## src/design/plt_pkg.sv

```systemverilog
// positional list table package: field types, action and status codes, sizes
// depends on nothing; used by the interfaces, the list engine and the top level
`timescale 1ns / 1ps

package plt_pkg;

    localparam int CAPACITY = 64;
    localparam int ENTRY_W  = 32;
    localparam int ACTION_W = 3;
    localparam int POS_W    = 8;
    localparam int STATUS_W = 2;
    localparam int ADDR_W   = $clog2(CAPACITY);
    localparam int COUNT_W  = $clog2(CAPACITY + 1);
    localparam int CMP_W    = ((POS_W > COUNT_W) ? POS_W : COUNT_W) + 1;

    typedef logic [ENTRY_W-1:0] t_entry;
    typedef logic [ADDR_W-1:0]  t_addr;
    typedef logic [COUNT_W-1:0] t_count;
    typedef logic [POS_W-1:0]   t_pos;

    typedef enum logic [ACTION_W-1:0] {
        ACT_APPEND = 3'd0,
        ACT_INSERT = 3'd1,
        ACT_DELETE = 3'd2,
        ACT_GET    = 3'd3,
        ACT_LOCATE = 3'd4
    } t_action;

    typedef enum logic [STATUS_W-1:0] {
        ST_OK       = 2'd0,
        ST_BADPOS   = 2'd1,
        ST_FULL     = 2'd2,
        ST_NOTFOUND = 2'd3
    } t_status;

    typedef struct packed {
        logic [ACTION_W-1:0] action;
        t_pos                position;
        t_entry              entry_value;
    } t_req;

    typedef struct packed {
        t_status status;
        t_entry  entry_out;
        t_count  found_position;
        t_count  count;
    } t_rsp;

    // top level to engine
    typedef struct packed {
        logic start;
        logic take;
    } t_eng_ctl;

    // engine to top level
    typedef struct packed {
        logic idle;
        logic done;
    } t_eng_stat;

endpackage

```

## src/design/plt_if.sv

```systemverilog
// request and response channel interfaces of the positional list table
// depends on plt_pkg
`timescale 1ns / 1ps

interface plt_req_if;
    logic                         valid;
    logic                         ready;
    logic [plt_pkg::ACTION_W-1:0] action;
    plt_pkg::t_pos                position;
    plt_pkg::t_entry              entry_value;

    modport source (output valid, output action, output position, output entry_value,
                    input ready);
    modport sink   (input valid, input action, input position, input entry_value,
                    output ready);
endinterface

interface plt_rsp_if;
    logic                         valid;
    logic                         ready;
    logic [plt_pkg::STATUS_W-1:0] status;
    plt_pkg::t_entry              entry_out;
    plt_pkg::t_count              found_position;
    plt_pkg::t_count              count;

    modport source (output valid, output status, output entry_out, output found_position,
                    output count, input ready);
    modport sink   (input valid, input status, input entry_out, input found_position,
                    input count, output ready);
endinterface

```

## src/design/plt_engine.sv

```systemverilog
// list engine: entry memory, count and the sequencer that sweeps the memory
// depends on plt_pkg
`timescale 1ns / 1ps

module plt_engine (
    input  logic               i_clk,
    input  logic               i_rst_n,
    input  plt_pkg::t_eng_ctl  i_ctl,
    input  plt_pkg::t_req      i_req,
    output plt_pkg::t_eng_stat o_stat,
    output plt_pkg::t_rsp      o_rsp
);

    typedef enum logic [1:0] {
        S_IDLE,
        S_SCAN,
        S_DONE
    } t_state;

    t_state           r_state;
    plt_pkg::t_action r_op;
    plt_pkg::t_entry  r_val;
    plt_pkg::t_addr   r_pos_idx;
    plt_pkg::t_count  r_cnt;
    plt_pkg::t_addr   r_idx;
    plt_pkg::t_addr   r_end;
    plt_pkg::t_addr   r_last;
    logic             r_down;
    logic             r_more;
    logic             r_rvld;
    logic             r_hit;
    plt_pkg::t_status r_status;
    plt_pkg::t_entry  r_got;
    plt_pkg::t_count  r_found;

    plt_pkg::t_entry  r_mem [plt_pkg::CAPACITY];
    plt_pkg::t_entry  r_rdata;

    logic             mem_we;
    plt_pkg::t_addr   mem_waddr;
    plt_pkg::t_entry  mem_wdata;
    logic             mem_re;

    plt_pkg::t_action          req_op;
    logic [plt_pkg::CMP_W-1:0] pos_c;
    logic [plt_pkg::CMP_W-1:0] cnt_c;
    logic [plt_pkg::CMP_W-1:0] pos_m1;
    plt_pkg::t_count           cnt_m1;
    plt_pkg::t_addr            pos_idx;
    plt_pkg::t_addr            cnt_addr;
    logic                      bad_ins;
    logic                      bad_acc;
    logic                      full;
    logic                      ins_at_end;
    logic                      scan_end;

    always_comb begin
        req_op     = plt_pkg::t_action'(i_req.action);
        pos_c      = plt_pkg::CMP_W'(i_req.position);
        cnt_c      = plt_pkg::CMP_W'(r_cnt);
        pos_m1     = pos_c - plt_pkg::CMP_W'(1);
        cnt_m1     = r_cnt - plt_pkg::COUNT_W'(1);
        pos_idx    = pos_m1[plt_pkg::ADDR_W-1:0];
        cnt_addr   = r_cnt[plt_pkg::ADDR_W-1:0];
        bad_ins    = (i_req.position == '0) || (pos_c > cnt_c + plt_pkg::CMP_W'(1));
        bad_acc    = (i_req.position == '0) || (pos_c > cnt_c);
        full       = (r_cnt == plt_pkg::COUNT_W'(plt_pkg::CAPACITY));
        ins_at_end = (pos_m1 == cnt_c);
        scan_end   = !r_more && !r_rvld;
    end

    // memory port control
    always_comb begin
        mem_we    = 1'b0;
        mem_waddr = r_last;
        mem_wdata = r_rdata;
        mem_re    = 1'b0;
        unique case (r_state)
            S_IDLE: begin
                if (i_ctl.start && !full) begin
                    if (req_op == plt_pkg::ACT_APPEND
                        || (req_op == plt_pkg::ACT_INSERT && !bad_ins && ins_at_end)) begin
                        mem_we    = 1'b1;
                        mem_waddr = cnt_addr;
                        mem_wdata = i_req.entry_value;
                    end
                end
            end
            S_SCAN: begin
                mem_re = r_more;
                if (r_rvld && r_op == plt_pkg::ACT_INSERT) begin
                    mem_we    = 1'b1;
                    mem_waddr = r_last + plt_pkg::ADDR_W'(1);
                end else if (r_rvld && r_op == plt_pkg::ACT_DELETE && r_last != r_pos_idx) begin
                    mem_we    = 1'b1;
                    mem_waddr = r_last - plt_pkg::ADDR_W'(1);
                end else if (scan_end && r_op == plt_pkg::ACT_INSERT) begin
                    mem_we    = 1'b1;
                    mem_waddr = r_pos_idx;
                    mem_wdata = r_val;
                end
            end
            default: begin
            end
        endcase
    end

    always_ff @(posedge i_clk) begin
        if (mem_we) begin
            r_mem[mem_waddr] <= mem_wdata;
        end
        if (mem_re) begin
            r_rdata <= r_mem[r_idx];
        end
    end

    always_ff @(posedge i_clk) begin
        if (!i_rst_n) begin
            r_state <= S_IDLE;
            r_cnt   <= '0;
            r_more  <= 1'b0;
            r_rvld  <= 1'b0;
            r_hit   <= 1'b0;
        end else begin
            unique case (r_state)
                S_IDLE: begin
                    r_rvld <= 1'b0;
                    if (i_ctl.start) begin
                        r_op      <= req_op;
                        r_val     <= i_req.entry_value;
                        r_pos_idx <= pos_idx;
                        r_status  <= plt_pkg::ST_OK;
                        r_got     <= '0;
                        r_found   <= '0;
                        r_hit     <= 1'b0;
                        r_state   <= S_DONE;
                        unique case (req_op)
                            plt_pkg::ACT_APPEND: begin
                                if (full) begin
                                    r_status <= plt_pkg::ST_FULL;
                                end else begin
                                    r_cnt <= r_cnt + plt_pkg::COUNT_W'(1);
                                end
                            end
                            plt_pkg::ACT_INSERT: begin
                                if (bad_ins) begin
                                    r_status <= plt_pkg::ST_BADPOS;
                                end else if (full) begin
                                    r_status <= plt_pkg::ST_FULL;
                                end else if (ins_at_end) begin
                                    r_cnt <= r_cnt + plt_pkg::COUNT_W'(1);
                                end else begin
                                    r_idx   <= cnt_m1[plt_pkg::ADDR_W-1:0];
                                    r_end   <= pos_idx;
                                    r_down  <= 1'b1;
                                    r_more  <= 1'b1;
                                    r_state <= S_SCAN;
                                end
                            end
                            plt_pkg::ACT_DELETE: begin
                                if (bad_acc) begin
                                    r_status <= plt_pkg::ST_BADPOS;
                                end else begin
                                    r_idx   <= pos_idx;
                                    r_end   <= cnt_m1[plt_pkg::ADDR_W-1:0];
                                    r_down  <= 1'b0;
                                    r_more  <= 1'b1;
                                    r_state <= S_SCAN;
                                end
                            end
                            plt_pkg::ACT_GET: begin
                                if (bad_acc) begin
                                    r_status <= plt_pkg::ST_BADPOS;
                                end else begin
                                    r_idx   <= pos_idx;
                                    r_end   <= pos_idx;
                                    r_down  <= 1'b0;
                                    r_more  <= 1'b1;
                                    r_state <= S_SCAN;
                                end
                            end
                            plt_pkg::ACT_LOCATE: begin
                                r_status <= plt_pkg::ST_NOTFOUND;
                                if (r_cnt != '0) begin
                                    r_idx   <= '0;
                                    r_end   <= cnt_m1[plt_pkg::ADDR_W-1:0];
                                    r_down  <= 1'b0;
                                    r_more  <= 1'b1;
                                    r_state <= S_SCAN;
                                end
                            end
                            default: begin
                            end
                        endcase
                    end
                end
                S_SCAN: begin
                    // issue the next read
                    if (r_more) begin
                        r_last <= r_idx;
                        r_rvld <= 1'b1;
                        if (r_idx == r_end) begin
                            r_more <= 1'b0;
                        end else if (r_down) begin
                            r_idx <= r_idx - plt_pkg::ADDR_W'(1);
                        end else begin
                            r_idx <= r_idx + plt_pkg::ADDR_W'(1);
                        end
                    end else begin
                        r_rvld <= 1'b0;
                    end
                    // consume the word read last cycle
                    if (r_rvld) begin
                        if ((r_op == plt_pkg::ACT_DELETE || r_op == plt_pkg::ACT_GET)
                            && r_last == r_pos_idx) begin
                            r_got <= r_rdata;
                        end
                        if (r_op == plt_pkg::ACT_LOCATE && !r_hit && r_rdata == r_val) begin
                            r_hit    <= 1'b1;
                            r_found  <= plt_pkg::COUNT_W'(r_last) + plt_pkg::COUNT_W'(1);
                            r_status <= plt_pkg::ST_OK;
                            r_more   <= 1'b0;
                        end
                    end
                    if (scan_end) begin
                        if (r_op == plt_pkg::ACT_INSERT) begin
                            r_cnt <= r_cnt + plt_pkg::COUNT_W'(1);
                        end else if (r_op == plt_pkg::ACT_DELETE) begin
                            r_cnt <= cnt_m1;
                        end
                        r_state <= S_DONE;
                    end
                end
                S_DONE: begin
                    if (i_ctl.take) begin
                        r_state <= S_IDLE;
                    end
                end
                default: begin
                    r_state <= S_IDLE;
                end
            endcase
        end
    end

    assign o_stat.idle         = (r_state == S_IDLE);
    assign o_stat.done         = (r_state == S_DONE);
    assign o_rsp.status        = r_status;
    assign o_rsp.entry_out     = r_got;
    assign o_rsp.found_position = r_found;
    assign o_rsp.count         = r_cnt;

endmodule

```

## src/design/positional_list_table.sv

```systemverilog
// positional list table top level: channel handshakes and the response register
// depends on plt_pkg, plt_req_if, plt_rsp_if and plt_engine
//
//  channel | dir | transaction                               | fields
//  i_req   | in  | one action on the list                    | action, position, entry_value
//  o_rsp   | out | one result per request transaction        | status, entry_out,
//          |     |                                           | found_position, count
//
// one request at a time; the next is taken once the result has left the engine
// append, insert at the end, unused codes and rejected requests finish with no sweep;
// get reads one word, locate sweeps up to the first match or the last entry, and other
// inserts and deletes shift the entries from the position on (one memory word a cycle)
// the result register holds one result, so a stalled o_rsp delays only the following one
// synchronous reset empties the list; memory contents are not cleared
`timescale 1ns / 1ps

module positional_list_table (
    input  logic     i_clk,
    input  logic     i_rst_n,
    plt_req_if.sink  i_req,
    plt_rsp_if.source o_rsp
);

    plt_pkg::t_eng_ctl  eng_ctl;
    plt_pkg::t_eng_stat eng_stat;
    plt_pkg::t_req      eng_req;
    plt_pkg::t_rsp      eng_rsp;

    logic          r_out_valid;
    plt_pkg::t_rsp r_out;

    assign eng_req.action      = i_req.action;
    assign eng_req.position    = i_req.position;
    assign eng_req.entry_value = i_req.entry_value;

    assign i_req.ready   = eng_stat.idle;
    assign eng_ctl.start = i_req.valid && eng_stat.idle;
    assign eng_ctl.take  = eng_stat.done && (!r_out_valid || o_rsp.ready);

    plt_engine u_engine (
        .i_clk   (i_clk),
        .i_rst_n (i_rst_n),
        .i_ctl   (eng_ctl),
        .i_req   (eng_req),
        .o_stat  (eng_stat),
        .o_rsp   (eng_rsp)
    );

    always_ff @(posedge i_clk) begin
        if (!i_rst_n) begin
            r_out_valid <= 1'b0;
        end else if (eng_ctl.take) begin
            r_out_valid <= 1'b1;
        end else if (o_rsp.ready) begin
            r_out_valid <= 1'b0;
        end
    end

    always_ff @(posedge i_clk) begin
        if (eng_ctl.take) begin
            r_out <= eng_rsp;
        end
    end

    assign o_rsp.valid          = r_out_valid;
    assign o_rsp.status         = r_out.status;
    assign o_rsp.entry_out      = r_out.entry_out;
    assign o_rsp.found_position = r_out.found_position;
    assign o_rsp.count          = r_out.count;

endmodule
```

## src/flat_wrapper.sv

```systemverilog
// flat-port wrapper written by rule: the top's interface ports become plain ports
module positional_list_table_flat 
  (i_clk, i_rst_n, i_req_valid, i_req_action, i_req_position, i_req_entry_value, i_req_ready, o_rsp_valid, o_rsp_status, o_rsp_entry_out, o_rsp_found_position, o_rsp_count, o_rsp_ready);
  plt_req_if i_req_i ();
  plt_rsp_if o_rsp_i ();
  input  logic i_clk;
  input  logic i_rst_n;
  input wire logic [$bits(i_req_i.valid)-1:0] i_req_valid;
  input wire logic [$bits(i_req_i.action)-1:0] i_req_action;
  input wire logic [$bits(i_req_i.position)-1:0] i_req_position;
  input wire logic [$bits(i_req_i.entry_value)-1:0] i_req_entry_value;
  output wire logic [$bits(i_req_i.ready)-1:0] i_req_ready;
  output wire logic [$bits(o_rsp_i.valid)-1:0] o_rsp_valid;
  output wire logic [$bits(o_rsp_i.status)-1:0] o_rsp_status;
  output wire logic [$bits(o_rsp_i.entry_out)-1:0] o_rsp_entry_out;
  output wire logic [$bits(o_rsp_i.found_position)-1:0] o_rsp_found_position;
  output wire logic [$bits(o_rsp_i.count)-1:0] o_rsp_count;
  input wire logic [$bits(o_rsp_i.ready)-1:0] o_rsp_ready;
  assign i_req_i.valid = i_req_valid;
  assign i_req_i.action = i_req_action;
  assign i_req_i.position = i_req_position;
  assign i_req_i.entry_value = i_req_entry_value;
  assign i_req_ready = i_req_i.ready;
  assign o_rsp_valid = o_rsp_i.valid;
  assign o_rsp_status = o_rsp_i.status;
  assign o_rsp_entry_out = o_rsp_i.entry_out;
  assign o_rsp_found_position = o_rsp_i.found_position;
  assign o_rsp_count = o_rsp_i.count;
  assign o_rsp_i.ready = o_rsp_ready;
  positional_list_table u_core (.i_clk(i_clk), .i_rst_n(i_rst_n), .i_req(i_req_i), .o_rsp(o_rsp_i));
endmodule
```

## config.mk

```make
export PLATFORM = sky130hd
export DESIGN_NAME = positional_list_table_flat
export DESIGN_NICKNAME = d
export VERILOG_FILES = /design/src/design/plt_pkg.sv /design/src/design/plt_if.sv /design/src/design/plt_engine.sv /design/src/design/positional_list_table.sv /design/src/flat_wrapper.sv
export SDC_FILE = /design/constraint.sdc
export NUM_CORES = 2
export LEC_CHECK = 0
export BUFFER_PORTS_ARGS = -buffer_cell sky130_fd_sc_hd__clkbuf_2
export CAP_MARGIN = 20
export CELL_PAD_IN_SITES_DETAIL_PLACEMENT = 0
export CELL_PAD_IN_SITES_GLOBAL_PLACEMENT = 1
export CORE_MARGIN = 2
export CORE_UTILIZATION = 45
export DETAILED_ROUTE_END_ITERATION = 7
export PLACE_DENSITY_LB_ADDON = 0.2
export SYNTH_ARGS = -nofsm -noshare
export SYNTH_HDL_FRONTEND = slang
export SYNTH_HIERARCHICAL = 1
export SYNTH_SLANG_ARGS = --single-unit
```

## constraint.sdc

```tcl
create_clock -name i_clk -period 15.3 [get_ports i_clk]
set_input_delay 0.765 -clock i_clk [delete_from_list [all_inputs] [get_ports i_clk]]
set_output_delay 0.765 -clock i_clk [all_outputs]
set_load 0.005 [all_outputs]
```

Word-level counts from Yosys, hierarchy flattened
Memories as Yosys holds them, arrays and structs flattened. A register that Yosys moved wholly into a read port is not among the register bits.
Index checks and enable logic that the tools add are counted.
Storage, ports and cells
  memories kept: 1
  flip-flop bits (word level): 162
  output and inout port bits: 50
  input port bits: 47
  RAM bits: 2048
Operators by class
  $add $sub $neg: 9
  eq/ne operators: 41
  reduce and logical (&&, ||, !) cells: 44
  magnitude comparators: 2
  muxes and demuxes: 97
Memory list
  u_core.u_engine.r_mem: depth 64, bits a word 32, rd ports 1, clocked after Yosys merged registers in 1, wr ports 1, RTL line plt_engine.sv:36  | plt_pkg::t_entry r_mem [plt_pkg::CAPACITY];
Operator list (number)
  2-to-1 mux 32 bit: 8
  one-hot mux 32 bit (2 select lines): 2
  2-to-1 mux 6 bit: 19
  2-to-1 mux 7 bit: 11
  one-hot mux 7 bit (2 select lines): 3
  == test 32 bit: 1
  2-to-1 mux 1 bit: 27
  2-to-1 mux 2 bit: 13
  inequality test 2 bit, second input constant: 13
  inequality test 3 bit, second input constant: 8
  one-hot mux 6 bit (2 select lines): 2
  one-hot mux 6 bit (4 select lines): 1
  one-hot mux 6 bit (3 select lines): 1
  AND reduction 9 bit: 2
  logical AND 1 bit: 13
  adder 6 x 1 -> 6 bit, second input constant: 2
  == test 3 x 2 -> 1 bit, second input constant: 4
  == test 6 bit: 2
  one-hot mux 2 bit (3 select lines): 2
  subtractor 6 x 1 -> 6 bit, second input constant: 2
  AND reduction 11 bit: 1
  AND reduction 10 bit: 1
  AND reduction 5 bit: 2
  == test 9 x 7 -> 1 bit: 1
  33 further kinds: 52

Longest topological paths before layout
  depth after elaboration: 12
  mapped depth: 16
  gate-level depth less buffers: 13

Hierarchy
Netlist, hierarchy kept.
By module, submodules not included
  plt_engine: times used 1, area an instance 86155.1 um^2, seq. area each 65733.0 um^2, cells each 3768
  positional_list_table: times used 1, area an instance 1495.2 um^2, seq. area each 1461.4 um^2, cells each 53

Worst setup path after synthesis
No wires, ideal clock.
  path kind: input to register
  from: in i_req_position[2]
  to: mem u_core/u_engine/r_mem[56][0] (netlist bit) (enable)
  data arrival time: 6431 ps
  setup slack: 8356 ps
  stages on the path: 10
  path through: buf_2 -> or4_4 -> o211a_1 -> o31ai_2 -> nand4b_1 -> o21ai_2 -> a311o_1 -> buf_2 -> nand2_1 -> nor4b_1
On the way
  word-level cells in the longest chain between the ends: 11
  elaborated cells between the ends (all ways): 17
  those cells by class: 1 x add/sub; 1 x order compare; 1 x eq/ne; 8 x mux; 6 x reduce/logical
Ends and longest elaborated chain
  from (decl): RTL line flat_wrapper.sv:10  | input wire logic [$bits(i_req_i.position)-1:0] i_req_position;
  branches (longest 4 deep; another with subtractor 8 x 1 -> 9 bit)
  logical AND 1 bit *: RTL line plt_engine.sv:82  | || (req_op == plt_pkg::ACT_INSERT && !bad_ins && ins_at_end)) begin
  logical OR 1 bit *: RTL line plt_engine.sv:82
  2-to-1 mux 1 bit: RTL line plt_engine.sv:81  | if (req_op == plt_pkg::ACT_APPEND
  2-to-1 mux 1 bit: RTL line plt_engine.sv:80  | if (i_ctl.start && !full) begin
  one-hot mux 1 bit (2 select lines): RTL line plt_engine.sv:78  | unique case (r_state)
  2-to-1 mux 1 bit: RTL line plt_engine.sv:109  | if (mem_we) begin
  2-to-1 mux 1 bit (implied by the code): RTL line plt_engine.sv:110  | r_mem[mem_waddr] <= mem_wdata;
  to (decl): RTL line plt_engine.sv:36
Mark *: on every way between the ends.

Worst setup path after layout
  from: reg u_core.u_engine.r_cnt[0]
  to: mem u_core/u_engine/r_mem[36][0] (netlist bit) (enable)
On the way
  word-level cells in the longest chain between the ends: 12
  elaborated cells between the ends (all ways): 19
  those cells by class: 1 x add/sub; 1 x order compare; 2 x eq/ne; 8 x mux; 7 x reduce/logical
Ends and longest elaborated chain
  from (decl): RTL line plt_engine.sv:24  | plt_pkg::t_count r_cnt;
  from (signal assigned): RTL line plt_engine.sv:142  | r_cnt <= r_cnt + plt_pkg::COUNT_W'(1);
  from (signal assigned): RTL line plt_engine.sv:151  | r_cnt <= r_cnt + plt_pkg::COUNT_W'(1);
  from (signal assigned): RTL line plt_engine.sv:227  | r_cnt <= r_cnt + plt_pkg::COUNT_W'(1);
  adder 7 x 1 -> 8 bit: RTL line plt_engine.sv:65  | bad_ins = (i_req.position == '0) || (pos_c > cnt_c + plt_pkg::CMP_W'(1));
  > comparator 8 bit: RTL line plt_engine.sv:65
  logical OR 1 bit: RTL line plt_engine.sv:65
  logical NOT 1 bit: RTL line plt_engine.sv:82
  logical AND 1 bit (2 in series): RTL line plt_engine.sv:82
  logical OR 1 bit: RTL line plt_engine.sv:82
  2-to-1 mux 1 bit: RTL line plt_engine.sv:81
  2-to-1 mux 1 bit: RTL line plt_engine.sv:80
  one-hot mux 1 bit (2 select lines): RTL line plt_engine.sv:78
  2-to-1 mux 1 bit: RTL line plt_engine.sv:109
  2-to-1 mux 1 bit (implied by the code): RTL line plt_engine.sv:110
Several ways; a longest one is shown, not always the timed one.

==> run metrics <==
Clock transition at path regs=0.06 ns; Starting Density=0.454; most common cell after layout, fill and taps aside=edfxtp_1; post-route setup TNS=0 ns; busiest grt layer=met2; ratio of cells with drive above 1 in the final layout=0.309; PwrDens=between 100 and 150 nW/um^2; area taken by multi-input logic gates=roughly 20,000 sq um; number of enable flip-flop cells after synthesis=2,229; final worst slack=just over 9 ns; Rel. slew slack=0.0929; Placed Area=92,300 sq um; Seq/Total Area, Yosys=0.767; status=finished, final reports clean; Final Hold Viols=0; worst setup path class=flip-flop to flip-flop; Max IR drop VDD=approximately 0.11 mV; Core Box Area=around 190,000 sq um; pre-CTS WS=~9.0 ns; initial antenna violation count=17; Pleak=31.0 nW; clk sinks=2,242; all-layer global routing usage=0.234; RSZ-0062 raised after global routing=false; Synth cell types=85; Critical Path Sink Type=flip-flop; CTS Buf Count=220; Internal Power=a little under 10 mW; HP Class=input port to flip-flop; I/O pins=97; final clock skew=0.0458 ns; Yosys warnings=6; routing usage on met3=0.0347; initial DRC count=a little over 5,000; CP arrival=about 6.8 ns; critical path's top delay family=simple AND/OR/NAND/NOR gates; WHS Path Cells=1; CTS resizes=0; final non-filler cell total=slightly below 7,000; reg2reg start=u_core/u_engine/r_cnt[0]; IO buf count=96; Final Setup Violations=0; worst path buffer plus inverter count=2; Congestion Overflow GR=0; Synth async-reset ratio=0; number of global-route vias before repair=just over 40,000; final slew viol count=0; R2R setup slack=just over 9 ns; Clock Latency Late Sink=0.88 ns; gpl congestion=around 0.87; via count=around 42,000; met1 usage=0.331; clock group share of total power=0.411; Switching Fraction=0.218; Fin Hold WS=0.105 ns; # hold bufs at CTS=0; Pre-Repair DR Iteration Count=6; Worst EP required=roughly 16 ns; DP Cell Count=roughly 6,400; r2r worst-path depth=13; max incr delay on CP=~0.9 ns; CP max stage cell=a2111oi_2; Die W=445 um; fin util=0.514; Layout area overhead=13.2%; post-route ant nets=0; Hold Crit Start=i_req_entry_value[13]; DR WL/cell=34.0 um; # rows=~160; clk root buf=clkbuf_16; post-DR vias/cell=slightly above 6; postcts setup bufs=0; Post-Layout Inst Area=99,200 sq um; CTS max path bufs=3; syn_nets=slightly below 4,000; Final Cycle Share=0.408; NetSw=around 2.8 mW; top_reg_cell synth=edfxtp_1; H-tree levels=4; placed wire-length estimate=138 mm; Die Ht=about 450 um; Combinational Power Share=0.053; Overall Power=~13 mW; Fillers=roughly 15,000; TritonCTS clock tree=built; drt drc=0; element type at the critical path start=flip-flop; Die Area=198,000 sq um; MaxCap Viol Count=0; actual slew at the worst max-slew pin=~1.3 ns; most frequent cells in the layout=2,229 x edfxtp_1, 660 x mux4_2, 221 x clkbuf_16, 130 x buf_4, 96 x clkbuf_2; Synth Area per Inst=roughly 23 sq um; WL final=about 230 mm; highest achievable clock rate=roughly 160 MHz; minimum clock period=6.24 ns; FF+latch area=67,200 sq um; met2 Use GR=0.377; first-pass GRT wire length=324 mm; Mapped Area=87,700 sq um; largest net degree at the start of global routing=between 100 and 150; flops & latches, synth=roughly 2,200; sequential power share=0.536; Crit Reg-Reg Endpoint=u_core/u_engine/r_mem[36][0]; peak fanout along the critical path=19; Final #Nets=4,146; Hold Path Sink=u_core/u_engine/r_val[13]; Cells after Synth=3,821; CP Cell Sequence=inv_1, nor3_1, and3_1, nand3_1, ha_1, nand4_1, o21ai_0, and3_1, a21oi_2, a2111oi_2, nand4_1, nor2_4, buf_4
-- flip-flops by register name, indices dropped and copies added (netlist names) --
signal and count:
u_core/o_rsp.found_position 7, u_core/u_engine/r_end 6, u_core/u_engine/r_more 1, u_core/u_engine/r_idx 6, u_core/u_engine/r_rvld 1, u_core/o_rsp.entry_out 32, u_core/u_engine/r_got 32, u_core/u_engine/r_pos_idx 6
u_core/u_engine/r_hit 1, u_core/u_engine/r_mem 2048, u_core/u_engine/r_status 2, u_core/u_engine/r_down 1, u_core/u_engine/r_val 32, u_core/u_engine/r_state 2, u_core/u_engine/r_found 7, u_core/u_engine/r_last 6
u_core/u_engine/r_rdata 32, u_core/u_engine/r_op 3, u_core/o_rsp.status 2, u_core/o_rsp.valid 1, u_core/o_rsp.count 7, u_core/u_engine/r_cnt 7
-- routing by layer --
metal | share of wire | up-vias
li1 | - | 16900
met1 | 0.41 | 22800
met2 | 0.49 | 1585
met3 | 0.065 | 285
met4 | 0.032 | 4
met5 | 0.00051 | -
-- power by group through the flow --
stage,sequential (mW),clock [mW],combinational (mW)
after CTS,6.81,5.32,0.675
after detailed placement,6.94,0,0.675
final,6.81,5.22,0.668
after global routing,6.81,5.54,0.706
after floorplan,6.94,0,0.378
after global placement,6.94,0,0.669
-- how the worst max path moves through the flow --
stage                                         from                       endpoint  slack [ns]  depth (start not counted)
after detailed placement         i_req_position[0]  u_core/u_engine/r_mem[12][22]        9.03                         11
after global placement           i_req_position[0]  u_core/u_engine/r_mem[20][12]        8.99                         11
after CTS                 u_core/u_engine/r_cnt[0]   u_core/u_engine/r_mem[36][0]        9.28                         13
after global routing      u_core/u_engine/r_cnt[0]   u_core/u_engine/r_mem[6][11]        8.86                         14
final                     u_core/u_engine/r_cnt[0]   u_core/u_engine/r_mem[36][0]        9.06                         13
after floorplan                  i_req_position[2]   u_core/u_engine/r_mem[56][0]        8.36                         10
-- cells by family (layout without fill, tap and decap cells) --
family          after synthesis  count (layout)  share of synthesized area
fa+ha+maj                    25              25                    0.00365
compound gates              191             191                     0.0161
buf+inv                     263             697                     0.0114
flops                      2242            2242                      0.767
xor+xnor                     75              75                    0.00765
other cells                   0               4                          0
mux                         692             692                      0.173
simple gates                333             333                     0.0211
-- worst reg2reg max path: stages, from the launching register on --
cell and delay, ns:
dfxtp_1 0.50, inv_1 0.22, nor3_1 0.41, and3_1 0.28, nand3_1 0.10, ha_1 0.35
nand4_1 0.17, o21ai_0 0.39, and3_1 0.33, a21oi_2 0.15, a2111oi_2 0.89, nand4_1 0.76
nor2_4 0.83, buf_4 0.48
-- synthesized netlist by cell type (all sizes together) (7+ instances only) --
library cell  number  area, sq um
a211oi            11         82.6
a21oi             36          184
a222oi            24          240
a31oi              9         56.3
and3              38          238
buf               71          283
clkbuf           138          518
dfxtp             13          260
edfxtp          2229        66900
ha                24          300
inv               53          199
mux2              13          146
mux2i             19          190
mux4             660        14900
nand2             71          269
nand3             17         85.1
nand4             16          100
nor2              67          251
nor2b              8         57.6
nor3              43          275
nor3b              8         65.1
nor4              29          231
o21a               7         52.6
o21ai             35          179
o22a               8         70.1
xnor2             35          307
xor2              39          342
-- layout make-up --
type	instances	share of cell area
inverters	54	0.00204
well taps	2526	0.0319
clock buffers	261	0.0572
multi-input cells	1316	0.201
flip-flops and latches	2242	0.677
repair buffers	240	0.0177
diodes	4	0.000101
clock inverters	142	0.0126
Note: power is estimated with default switching activity, not from simulation.
